--- src/sv/hcmf_pkg.sv ---
// ----------------------------------------------------------------------------
// hcmf_pkg
// Shared types, degree tables and angle constants for the heading circular
// mean filter.
// ----------------------------------------------------------------------------
`default_nettype none

package hcmf_pkg;

  // input item: raw heading and target direction, whole degrees
  typedef struct packed {
    logic [8:0] heading_deg;
    logic [8:0] target_deg;
  } sample_t;

  // result item: mean heading and target relative to it
  typedef struct packed {
    logic signed [8:0] mean_heading_deg;
    logic [8:0]        relative_deg;
  } result_t;

  // degree constants
  localparam logic [8:0] DEG_QUARTER = 9'd90;
  localparam logic [8:0] DEG_HALF    = 9'd180;
  localparam logic [8:0] DEG_THREE_Q = 9'd270;
  localparam logic [8:0] DEG_FULL    = 9'd360;

  // angle accumulator: degrees with 16 fraction bits
  localparam int ANGLE_FRAC = 16;
  localparam int Z_W        = 27;
  localparam logic signed [Z_W-1:0] ANGLE_HALF    = 27'sd11796480;
  localparam logic signed [Z_W-1:0] ANGLE_QUARTER = 27'sd5898240;
  localparam logic [Z_W-ANGLE_FRAC-1:0] MEAN_LIMIT = 11'd180;

  // number of entries in the arctangent table
  localparam int ARC_DEPTH = 24;
  localparam int ARC_IDX_W = 5;

  // sine of 0..90 degrees, Q1.14
  localparam logic [14:0] QUARTER_SINE [91] = '{
    15'd0,     15'd286,   15'd572,   15'd857,   15'd1143,  15'd1428,  15'd1713,
    15'd1997,  15'd2280,  15'd2563,  15'd2845,  15'd3126,  15'd3406,  15'd3686,
    15'd3964,  15'd4240,  15'd4516,  15'd4790,  15'd5063,  15'd5334,  15'd5604,
    15'd5872,  15'd6138,  15'd6402,  15'd6664,  15'd6924,  15'd7182,  15'd7438,
    15'd7692,  15'd7943,  15'd8192,  15'd8438,  15'd8682,  15'd8923,  15'd9162,
    15'd9397,  15'd9630,  15'd9860,  15'd10087, 15'd10311, 15'd10531, 15'd10749,
    15'd10963, 15'd11174, 15'd11381, 15'd11585, 15'd11786, 15'd11982, 15'd12176,
    15'd12365, 15'd12551, 15'd12733, 15'd12911, 15'd13085, 15'd13255, 15'd13421,
    15'd13583, 15'd13741, 15'd13894, 15'd14044, 15'd14189, 15'd14330, 15'd14466,
    15'd14598, 15'd14726, 15'd14849, 15'd14968, 15'd15082, 15'd15191, 15'd15296,
    15'd15396, 15'd15491, 15'd15582, 15'd15668, 15'd15749, 15'd15826, 15'd15897,
    15'd15964, 15'd16026, 15'd16083, 15'd16135, 15'd16182, 15'd16225, 15'd16262,
    15'd16294, 15'd16322, 15'd16344, 15'd16362, 15'd16374, 15'd16382, 15'd16384
  };

  // atan(2^-i) in degrees with 16 fraction bits
  localparam logic [21:0] ARC_STEP [ARC_DEPTH] = '{
    22'd2949120, 22'd1740967, 22'd919879, 22'd466945, 22'd234379, 22'd117304,
    22'd58666,   22'd29335,   22'd14668,  22'd7334,   22'd3667,   22'd1833,
    22'd917,     22'd458,     22'd229,    22'd115,    22'd57,     22'd29,
    22'd14,      22'd7,       22'd4,      22'd2,      22'd1,      22'd0
  };

  // sine of a whole degree 0..359 from the quarter-wave table
  function automatic logic signed [15:0] table_sine(input logic [8:0] d);
    logic [8:0]        idx;
    logic              neg;
    logic signed [15:0] mag;
    if (d <= DEG_QUARTER) begin
      idx = d;
      neg = 1'b0;
    end else if (d <= DEG_HALF) begin
      idx = DEG_HALF - d;
      neg = 1'b0;
    end else if (d <= DEG_THREE_Q) begin
      idx = d - DEG_HALF;
      neg = 1'b1;
    end else begin
      idx = DEG_FULL - d;
      neg = 1'b1;
    end
    mag = signed'({1'b0, QUARTER_SINE[idx[6:0]]});
    return neg ? -mag : mag;
  endfunction

endpackage

`default_nettype wire

--- src/sv/hcmf_cordic.sv ---
// ----------------------------------------------------------------------------
// hcmf_cordic
// Vectoring CORDIC computing atan2(y, x) in whole degrees, truncated toward
// zero and clamped to -180..180, one micro-rotation per cycle.
// ----------------------------------------------------------------------------
`default_nettype none

module hcmf_cordic #(
  parameter int SUM_W = 21,
  parameter int STEPS = 16
) (
  input  wire logic                    clk,
  input  wire logic                    rst,
  input  wire logic                    start,
  input  wire logic signed [SUM_W-1:0] x_in,
  input  wire logic signed [SUM_W-1:0] y_in,
  output logic                         done,
  output logic signed [8:0]            deg
);
  import hcmf_pkg::*;

  // headroom for the CORDIC gain
  localparam int CW    = SUM_W + 2;
  localparam int CNT_W = $clog2(STEPS);
  localparam int Q_W   = Z_W - ANGLE_FRAC;

  typedef enum logic [2:0] {
    C_IDLE = 3'b001,
    C_RUN  = 3'b010,
    C_CONV = 3'b100
  } cstate_t;

  cstate_t                  state, state_next;
  logic signed [CW-1:0]     x, y;
  logic signed [Z_W-1:0]    z;
  logic [CNT_W-1:0]         cnt;
  logic signed [CW-1:0]     x0, y0;
  logic signed [CW-1:0]     dx, dy;
  logic signed [Z_W-1:0]    arc_z;
  logic [Z_W-1:0]           z_mag;
  logic [Q_W-1:0]           q, q_lim;

  assign x0    = CW'(x_in);
  assign y0    = CW'(y_in);
  assign dx    = y >>> cnt;
  assign dy    = x >>> cnt;
  assign arc_z = signed'(Z_W'(ARC_STEP[ARC_IDX_W'(cnt)]));

  // sequencer
  always_comb begin
    state_next = state;
    case (state)
      C_IDLE: begin
        if (start) begin
          state_next = (y0 == '0 || x0 == '0) ? C_CONV : C_RUN;
        end
      end
      C_RUN: begin
        if (cnt == CNT_W'(STEPS - 1)) state_next = C_CONV;
      end
      C_CONV:  state_next = C_IDLE;
      default: state_next = C_IDLE;
    endcase
  end

  always_ff @(posedge clk) begin
    if (rst) state <= C_IDLE;
    else     state <= state_next;
  end

  // datapath: setup with axis cases, then one rotation per cycle
  always_ff @(posedge clk) begin
    case (state)
      C_IDLE: begin
        cnt <= '0;
        x   <= x0;
        y   <= y0;
        if (y0 == '0) begin
          z <= (x0 < 0) ? ANGLE_HALF : '0;
        end else if (x0 == '0) begin
          z <= (y0 > 0) ? ANGLE_QUARTER : -ANGLE_QUARTER;
        end else if (x0 < 0) begin
          // turn by half a circle first
          z <= (y0 > 0) ? ANGLE_HALF : -ANGLE_HALF;
          x <= -x0;
          y <= -y0;
        end else begin
          z <= '0;
        end
      end
      C_RUN: begin
        cnt <= cnt + 1'b1;
        if (y > 0) begin
          x <= x + dx;
          y <= y - dy;
          z <= z + arc_z;
        end else begin
          x <= x - dx;
          y <= y + dy;
          z <= z - arc_z;
        end
      end
      default: ;
    endcase
  end

  // truncate toward zero to whole degrees and clamp
  assign z_mag = (z < 0) ? unsigned'(-z) : unsigned'(z);
  assign q     = z_mag[Z_W-1:ANGLE_FRAC];
  assign q_lim = (q > MEAN_LIMIT) ? MEAN_LIMIT : q;
  assign deg   = (z < 0) ? -signed'(q_lim[8:0]) : signed'(q_lim[8:0]);
  assign done  = (state == C_CONV);

endmodule

`default_nettype wire

--- src/sv/heading_circular_mean_filter_unit.sv ---
// ----------------------------------------------------------------------------
// heading_circular_mean_filter_unit
// Moving circular mean of compass headings over a sample window, and the
// direction to a target relative to that mean.
// ----------------------------------------------------------------------------
// sample channel: sample_valid / sample_stall / sample carry one heading and
//   one target direction per item; sample_stall is high from accept until
//   the result of that item has been loaded into the output register
// result channel: result_valid / result_stall / result carry the mean heading
//   (-180..180) and target minus mean (0..359), one item per sample
// sequence: after accept the window and sums update (S_LOAD), the CORDIC
//   starts (S_START) and is awaited (S_WAIT), then S_DONE loads the result;
//   the CORDIC does one rotation per cycle, none if either sum is zero
// items: one at a time; the next is taken after the result is loaded
// stall: the held result stays put; the next item is still taken and worked
//   on, then waits with sample_stall high until the output register frees
// reset: rst (synchronous, active high) clears the window and running sums
//   to zero, so the first averages include those zero samples
// ----------------------------------------------------------------------------
`default_nettype none

module heading_circular_mean_filter_unit #(
  parameter int WINDOW_LENGTH = 20,
  parameter int CORDIC_STEPS  = 16
) (
  input  wire logic              clk,
  input  wire logic              rst,
  input  wire logic              sample_valid,
  output logic                   sample_stall,
  input  wire hcmf_pkg::sample_t sample,
  output logic                   result_valid,
  input  wire logic              result_stall,
  output hcmf_pkg::result_t      result
);
  import hcmf_pkg::*;

  localparam int SUM_W = $clog2(WINDOW_LENGTH + 1) + 16;

  typedef enum logic [4:0] {
    S_IDLE  = 5'b00001,
    S_LOAD  = 5'b00010,
    S_START = 5'b00100,
    S_WAIT  = 5'b01000,
    S_DONE  = 5'b10000
  } state_t;

  state_t                   state, state_next;
  logic [8:0]               heading, target;
  logic signed [8:0]        mean;
  logic signed [15:0]       sin_win [WINDOW_LENGTH];
  logic signed [15:0]       cos_win [WINDOW_LENGTH];
  logic signed [SUM_W-1:0]  sin_sum, cos_sum;
  logic signed [15:0]       sin_new, cos_new;
  logic [9:0]               cos_idx_w;
  logic [8:0]               cos_idx;
  logic                     cordic_done;
  logic signed [8:0]        cordic_deg;
  logic signed [10:0]       rel_raw;
  logic signed [10:0]       rel;
  logic                     sample_take, result_free;

  assign sample_take  = sample_valid && (state == S_IDLE);
  assign sample_stall = (state != S_IDLE);
  assign result_free  = !result_valid || !result_stall;

  // sequencer
  always_comb begin
    state_next = state;
    case (state)
      S_IDLE:  if (sample_valid) state_next = S_LOAD;
      S_LOAD:  state_next = S_START;
      S_START: state_next = S_WAIT;
      S_WAIT:  if (cordic_done) state_next = S_DONE;
      S_DONE:  if (result_free) state_next = S_IDLE;
      default: state_next = S_IDLE;
    endcase
  end

  always_ff @(posedge clk) begin
    if (rst) state <= S_IDLE;
    else     state <= state_next;
  end

  // capture inputs, folding 360..511 down once
  always_ff @(posedge clk) begin
    if (sample_take) begin
      heading <= (sample.heading_deg >= DEG_FULL) ? sample.heading_deg - DEG_FULL
                                                  : sample.heading_deg;
      target  <= (sample.target_deg >= DEG_FULL) ? sample.target_deg - DEG_FULL
                                                 : sample.target_deg;
    end
  end

  // sine and cosine lookups
  assign cos_idx_w = {1'b0, heading} + {1'b0, DEG_QUARTER};
  assign cos_idx   = (cos_idx_w >= {1'b0, DEG_FULL}) ? 9'(cos_idx_w - {1'b0, DEG_FULL})
                                                     : cos_idx_w[8:0];
  assign sin_new   = table_sine(heading);
  assign cos_new   = table_sine(cos_idx);

  // sample window and running sums
  always_ff @(posedge clk) begin
    if (rst) begin
      sin_sum <= '0;
      cos_sum <= '0;
      for (int i = 0; i < WINDOW_LENGTH; i++) begin
        sin_win[i] <= '0;
        cos_win[i] <= '0;
      end
    end else if (state == S_LOAD) begin
      sin_sum <= sin_sum + SUM_W'(sin_new) - SUM_W'(sin_win[WINDOW_LENGTH-1]);
      cos_sum <= cos_sum + SUM_W'(cos_new) - SUM_W'(cos_win[WINDOW_LENGTH-1]);
      for (int i = WINDOW_LENGTH - 1; i > 0; i--) begin
        sin_win[i] <= sin_win[i-1];
        cos_win[i] <= cos_win[i-1];
      end
      sin_win[0] <= sin_new;
      cos_win[0] <= cos_new;
    end
  end

  // atan2 of the sums
  hcmf_cordic #(
    .SUM_W (SUM_W),
    .STEPS (CORDIC_STEPS)
  ) u_cordic (
    .clk   (clk),
    .rst   (rst),
    .start (state == S_START),
    .x_in  (cos_sum),
    .y_in  (sin_sum),
    .done  (cordic_done),
    .deg   (cordic_deg)
  );

  always_ff @(posedge clk) begin
    if (state == S_WAIT && cordic_done) mean <= cordic_deg;
  end

  // target minus mean, wrapped once
  assign rel_raw = signed'({2'b00, target}) - 11'(mean);
  always_comb begin
    if (rel_raw < 0)                             rel = rel_raw + 11'sd360;
    else if (rel_raw >= signed'({2'b00, DEG_FULL})) rel = rel_raw - 11'sd360;
    else                                         rel = rel_raw;
  end

  // output register
  always_ff @(posedge clk) begin
    if (rst) begin
      result_valid <= 1'b0;
    end else if (state == S_DONE && result_free) begin
      result_valid <= 1'b1;
    end else if (!result_stall) begin
      result_valid <= 1'b0;
    end
  end

  always_ff @(posedge clk) begin
    if (state == S_DONE && result_free) begin
      result.mean_heading_deg <= mean;
      result.relative_deg     <= rel[8:0];
    end
  end

endmodule

`default_nettype wire

--- config.mk ---
export PLATFORM = sky130hd
export DESIGN_NAME = heading_circular_mean_filter_unit
export DESIGN_NICKNAME = d
export VERILOG_FILES = /design/src/sv/hcmf_pkg.sv /design/src/sv/hcmf_cordic.sv /design/src/sv/heading_circular_mean_filter_unit.sv
export SDC_FILE = /design/constraint.sdc
export NUM_CORES = 2
export LEC_CHECK = 0
export BUFFER_PORTS_ARGS = -buffer_cell sky130_fd_sc_hd__clkbuf_2
export CORE_UTILIZATION = 55
export CTS_CLUSTER_DIAMETER = 100
export DETAILED_ROUTE_END_ITERATION = 8
export GPL_TIMING_DRIVEN = 0
export PLACE_DENSITY = 0.71
export SYNTH_ARGS = -nofsm -noshare
export SYNTH_HDL_FRONTEND = slang
export SYNTH_SLANG_ARGS = --single-unit
--- constraint.sdc ---
create_clock -name clk -period 21.4 [get_ports clk]
set_input_delay 4.28 -clock clk [delete_from_list [all_inputs] [get_ports clk]]
set_output_delay 4.28 -clock clk [all_outputs]
set_load 0.01 [all_outputs]
==> run metrics <==
status=finished, final reports clean; post-route DRC violation count=0; largest net degree at the start of global routing=149; Via density=5.952; fin crit share=roughly three fifths; post-synth top area cell=edfxtp_1; r2r startpoint=heading[3]; largest cells by area after synthesis=edfxtp_1 (48%), and2_1 (8.4%), ha_1 (4.6%); number of max-cap violations=0; PortBufs=41; Hold Crit Depth=0; initial antenna violation count=1; Final ANT Viol Nets=0; CTS clk-pin slew, worst paths=0.07 ns; Finished Layout Cells=between 5k and 6k; core area=85550 um^2; Slew @ Worst Pin=between 1 and 1.5 ns; WP data required=22.00 ns; crit path DAT=13.82 ns; CP peak stage delay=1.06 ns; Crit path max-delay family=compound AO/OA/AOI/OAI gates; Synth Net Count=4748; first-pass GRT wire length=193300 um; final critical-path required period=about 13 ns; maximum buffer depth of the clock tree=3; I/O pin total=42; DPL Wire Length=90930 um; Layout area overhead=9.768%; Post-synth ARST share=0%; largest fanout on the critical path=15; dpl ws=8.453 ns; H-tree Lvls=3; Main synth FF type=edfxtp_1; r2r setup slk=between 8 and 9 ns; CTS tree=yes; Crit path buffers/inverters=8; CTS resizes=0; Clock Root Buffer=clkbuf_16; Post-synth EDFFs=762; gate count after technology mapping=around 4.5k; final-report setup violation count=0; hold endpoint=result[12]; total number of vias=34.84k; worst setup margin=8.180 ns; DRT iter0 DRCs=approximately 3.4k; Post-layout nets=4883; layout cells sized above 1=6.075%; die width=296.4 um; Final Skew=0.04770 ns; Yosys warnings=0; worst skew pair latency=0.66 ns; Unique masters post-synth=92; CP Launch Type=register; HP Class=register to register; global route overflow=0; routed len/inst=~22 um; most common cell after layout, fill and taps aside=edfxtp_1; hold_sp=mean[3]; CP Capture Type=register; Most common cell on crit path=clkbuf_1; gpl congestion=0.9959; row count=107; syn avg cell area=10.58 um^2; die height=296.4 um; max-slew violations=0; vias in the first global route=33.32k; number of post-CTS setup repair buffers=0; DRT Wirelength=between 100000 and 150000 um; dpl cells=5701; CP max-delay cell=a211oi_1; All-Layer GR Usage=28.70%; sequential fraction of the synthesis area=50.15%; reg2reg path depth=41; Fin. Hold Viols=0; flops & latches, synth=813; Critical R2R Capture=cos_sum[20]; unrepaired setup endpoints after global routing=false; slew margin rel.=roughly 15%; CTS Buf Count=82; hold buffers post-CTS=0; Clock Sinks=between 800 and 900; Yosys top cell area share=48.01%; drt pass-1 iters=8; critical path class=register to register; leading cell types in the layout, fill and taps excluded=edfxtp_1 (762), and2_1 (640), nand2_1 (347); DIE AREA=just under 90000 um^2; Initial Util=55.71%; Fmax=75.64 MHz; Netlist Area Pre-Place=approximately 48000 um^2
## synth_stat cells (all sizes together), types with 32 or more instances
master,instances
nand2b,32
o211ai,37
nor3,84
a31oi,47
nand3,71
o21ai,204
and3,34
dfxtp,51
buf,34
xnor2,178
a21o,32
fa,45
mux4,37
inv,221
edfxtp,762
a21oi,300
a211oi,61
nand2,348
xor2,77
nor2,293
clkbuf,215
and2,640
ha,175
o31ai,32
mux2i,52
## per-stage QoR
step | cell area (um^2) | TNS (ns) | hold WS (ns) | utilization (%)
5_1_grt | 52310 | 0 | 0.4773 | 61.15
4_1_cts | 52310 | 0 | 0.4572 | 61.15
2_1_floorplan | 47660 | 0 | 0.4264 | -
6_report | 52320 | 0 | 0.4572 | 61.15
3_5_place_dp | 49570 | 0 | 0.4338 | 57.94
3_3_place_gp | 49300 | -617.69 | 0.4338 | 57.63
## routing by layer
metal | global-route usage, % | wire length, um | vias to the layer above
met5 | 0 | 0 | -
met3 | 5.021 | 8777 | 317
li1 | - | - | 16484
met4 | 11.05 | 4928 | 0
met1 | 38.02 | 53090 | 16715
met2 | 47.09 | 59180 | 1319
## worst max-delay path by stage
stage | cells after the start | startpoint | to
2_1_floorplan | 4 | rst | cos_sum[20]
5_1_grt | 41 | heading[3] | cos_sum[20]
3_5_place_dp | 42 | heading[3] | cos_sum[20]
6_report | 41 | heading[3] | cos_sum[20]
3_3_place_gp | 5 | rst | cos_sum[20]
4_1_cts | 42 | heading[3] | cos_sum[20]
## cell type report
class	count	area (um^2)
sequential	813	23900
clock inverter	56	618.1
clock buffer	95	2131
inverter	226	855.8
antenna	1	2.502
fill	6963	33230
tap	1144	1431
timing repair buffer	51	437.9
buffer	249	952.2
multi-input combinational	3218	21980
## logic make-up (layout without fill, tap and decap cells)
family	Yosys count	count (layout)	share of synthesized area, %
simple gates	1670	1670	18.41
compound gates	963	963	13.07
flops	813	813	50.15
buf+inv	475	677	3.778
xor+xnor	258	258	4.844
fa+ha+maj	220	220	6.484
mux	107	107	3.266
other cells	0	1	0
## flip-flops by register name, summed over array words and instances, names as in the netlist, 18 cells and up
register and flops:
result 18, sin_sum 21, cos_sum 21, u_cordic.y 23, u_cordic.x 23, sin_win 320, u_cordic.z 27, cos_win 320
Power is left out: the tool's default activity adds up to more than one toggle a clock period on the data nets, which glitch-free logic cannot reach.
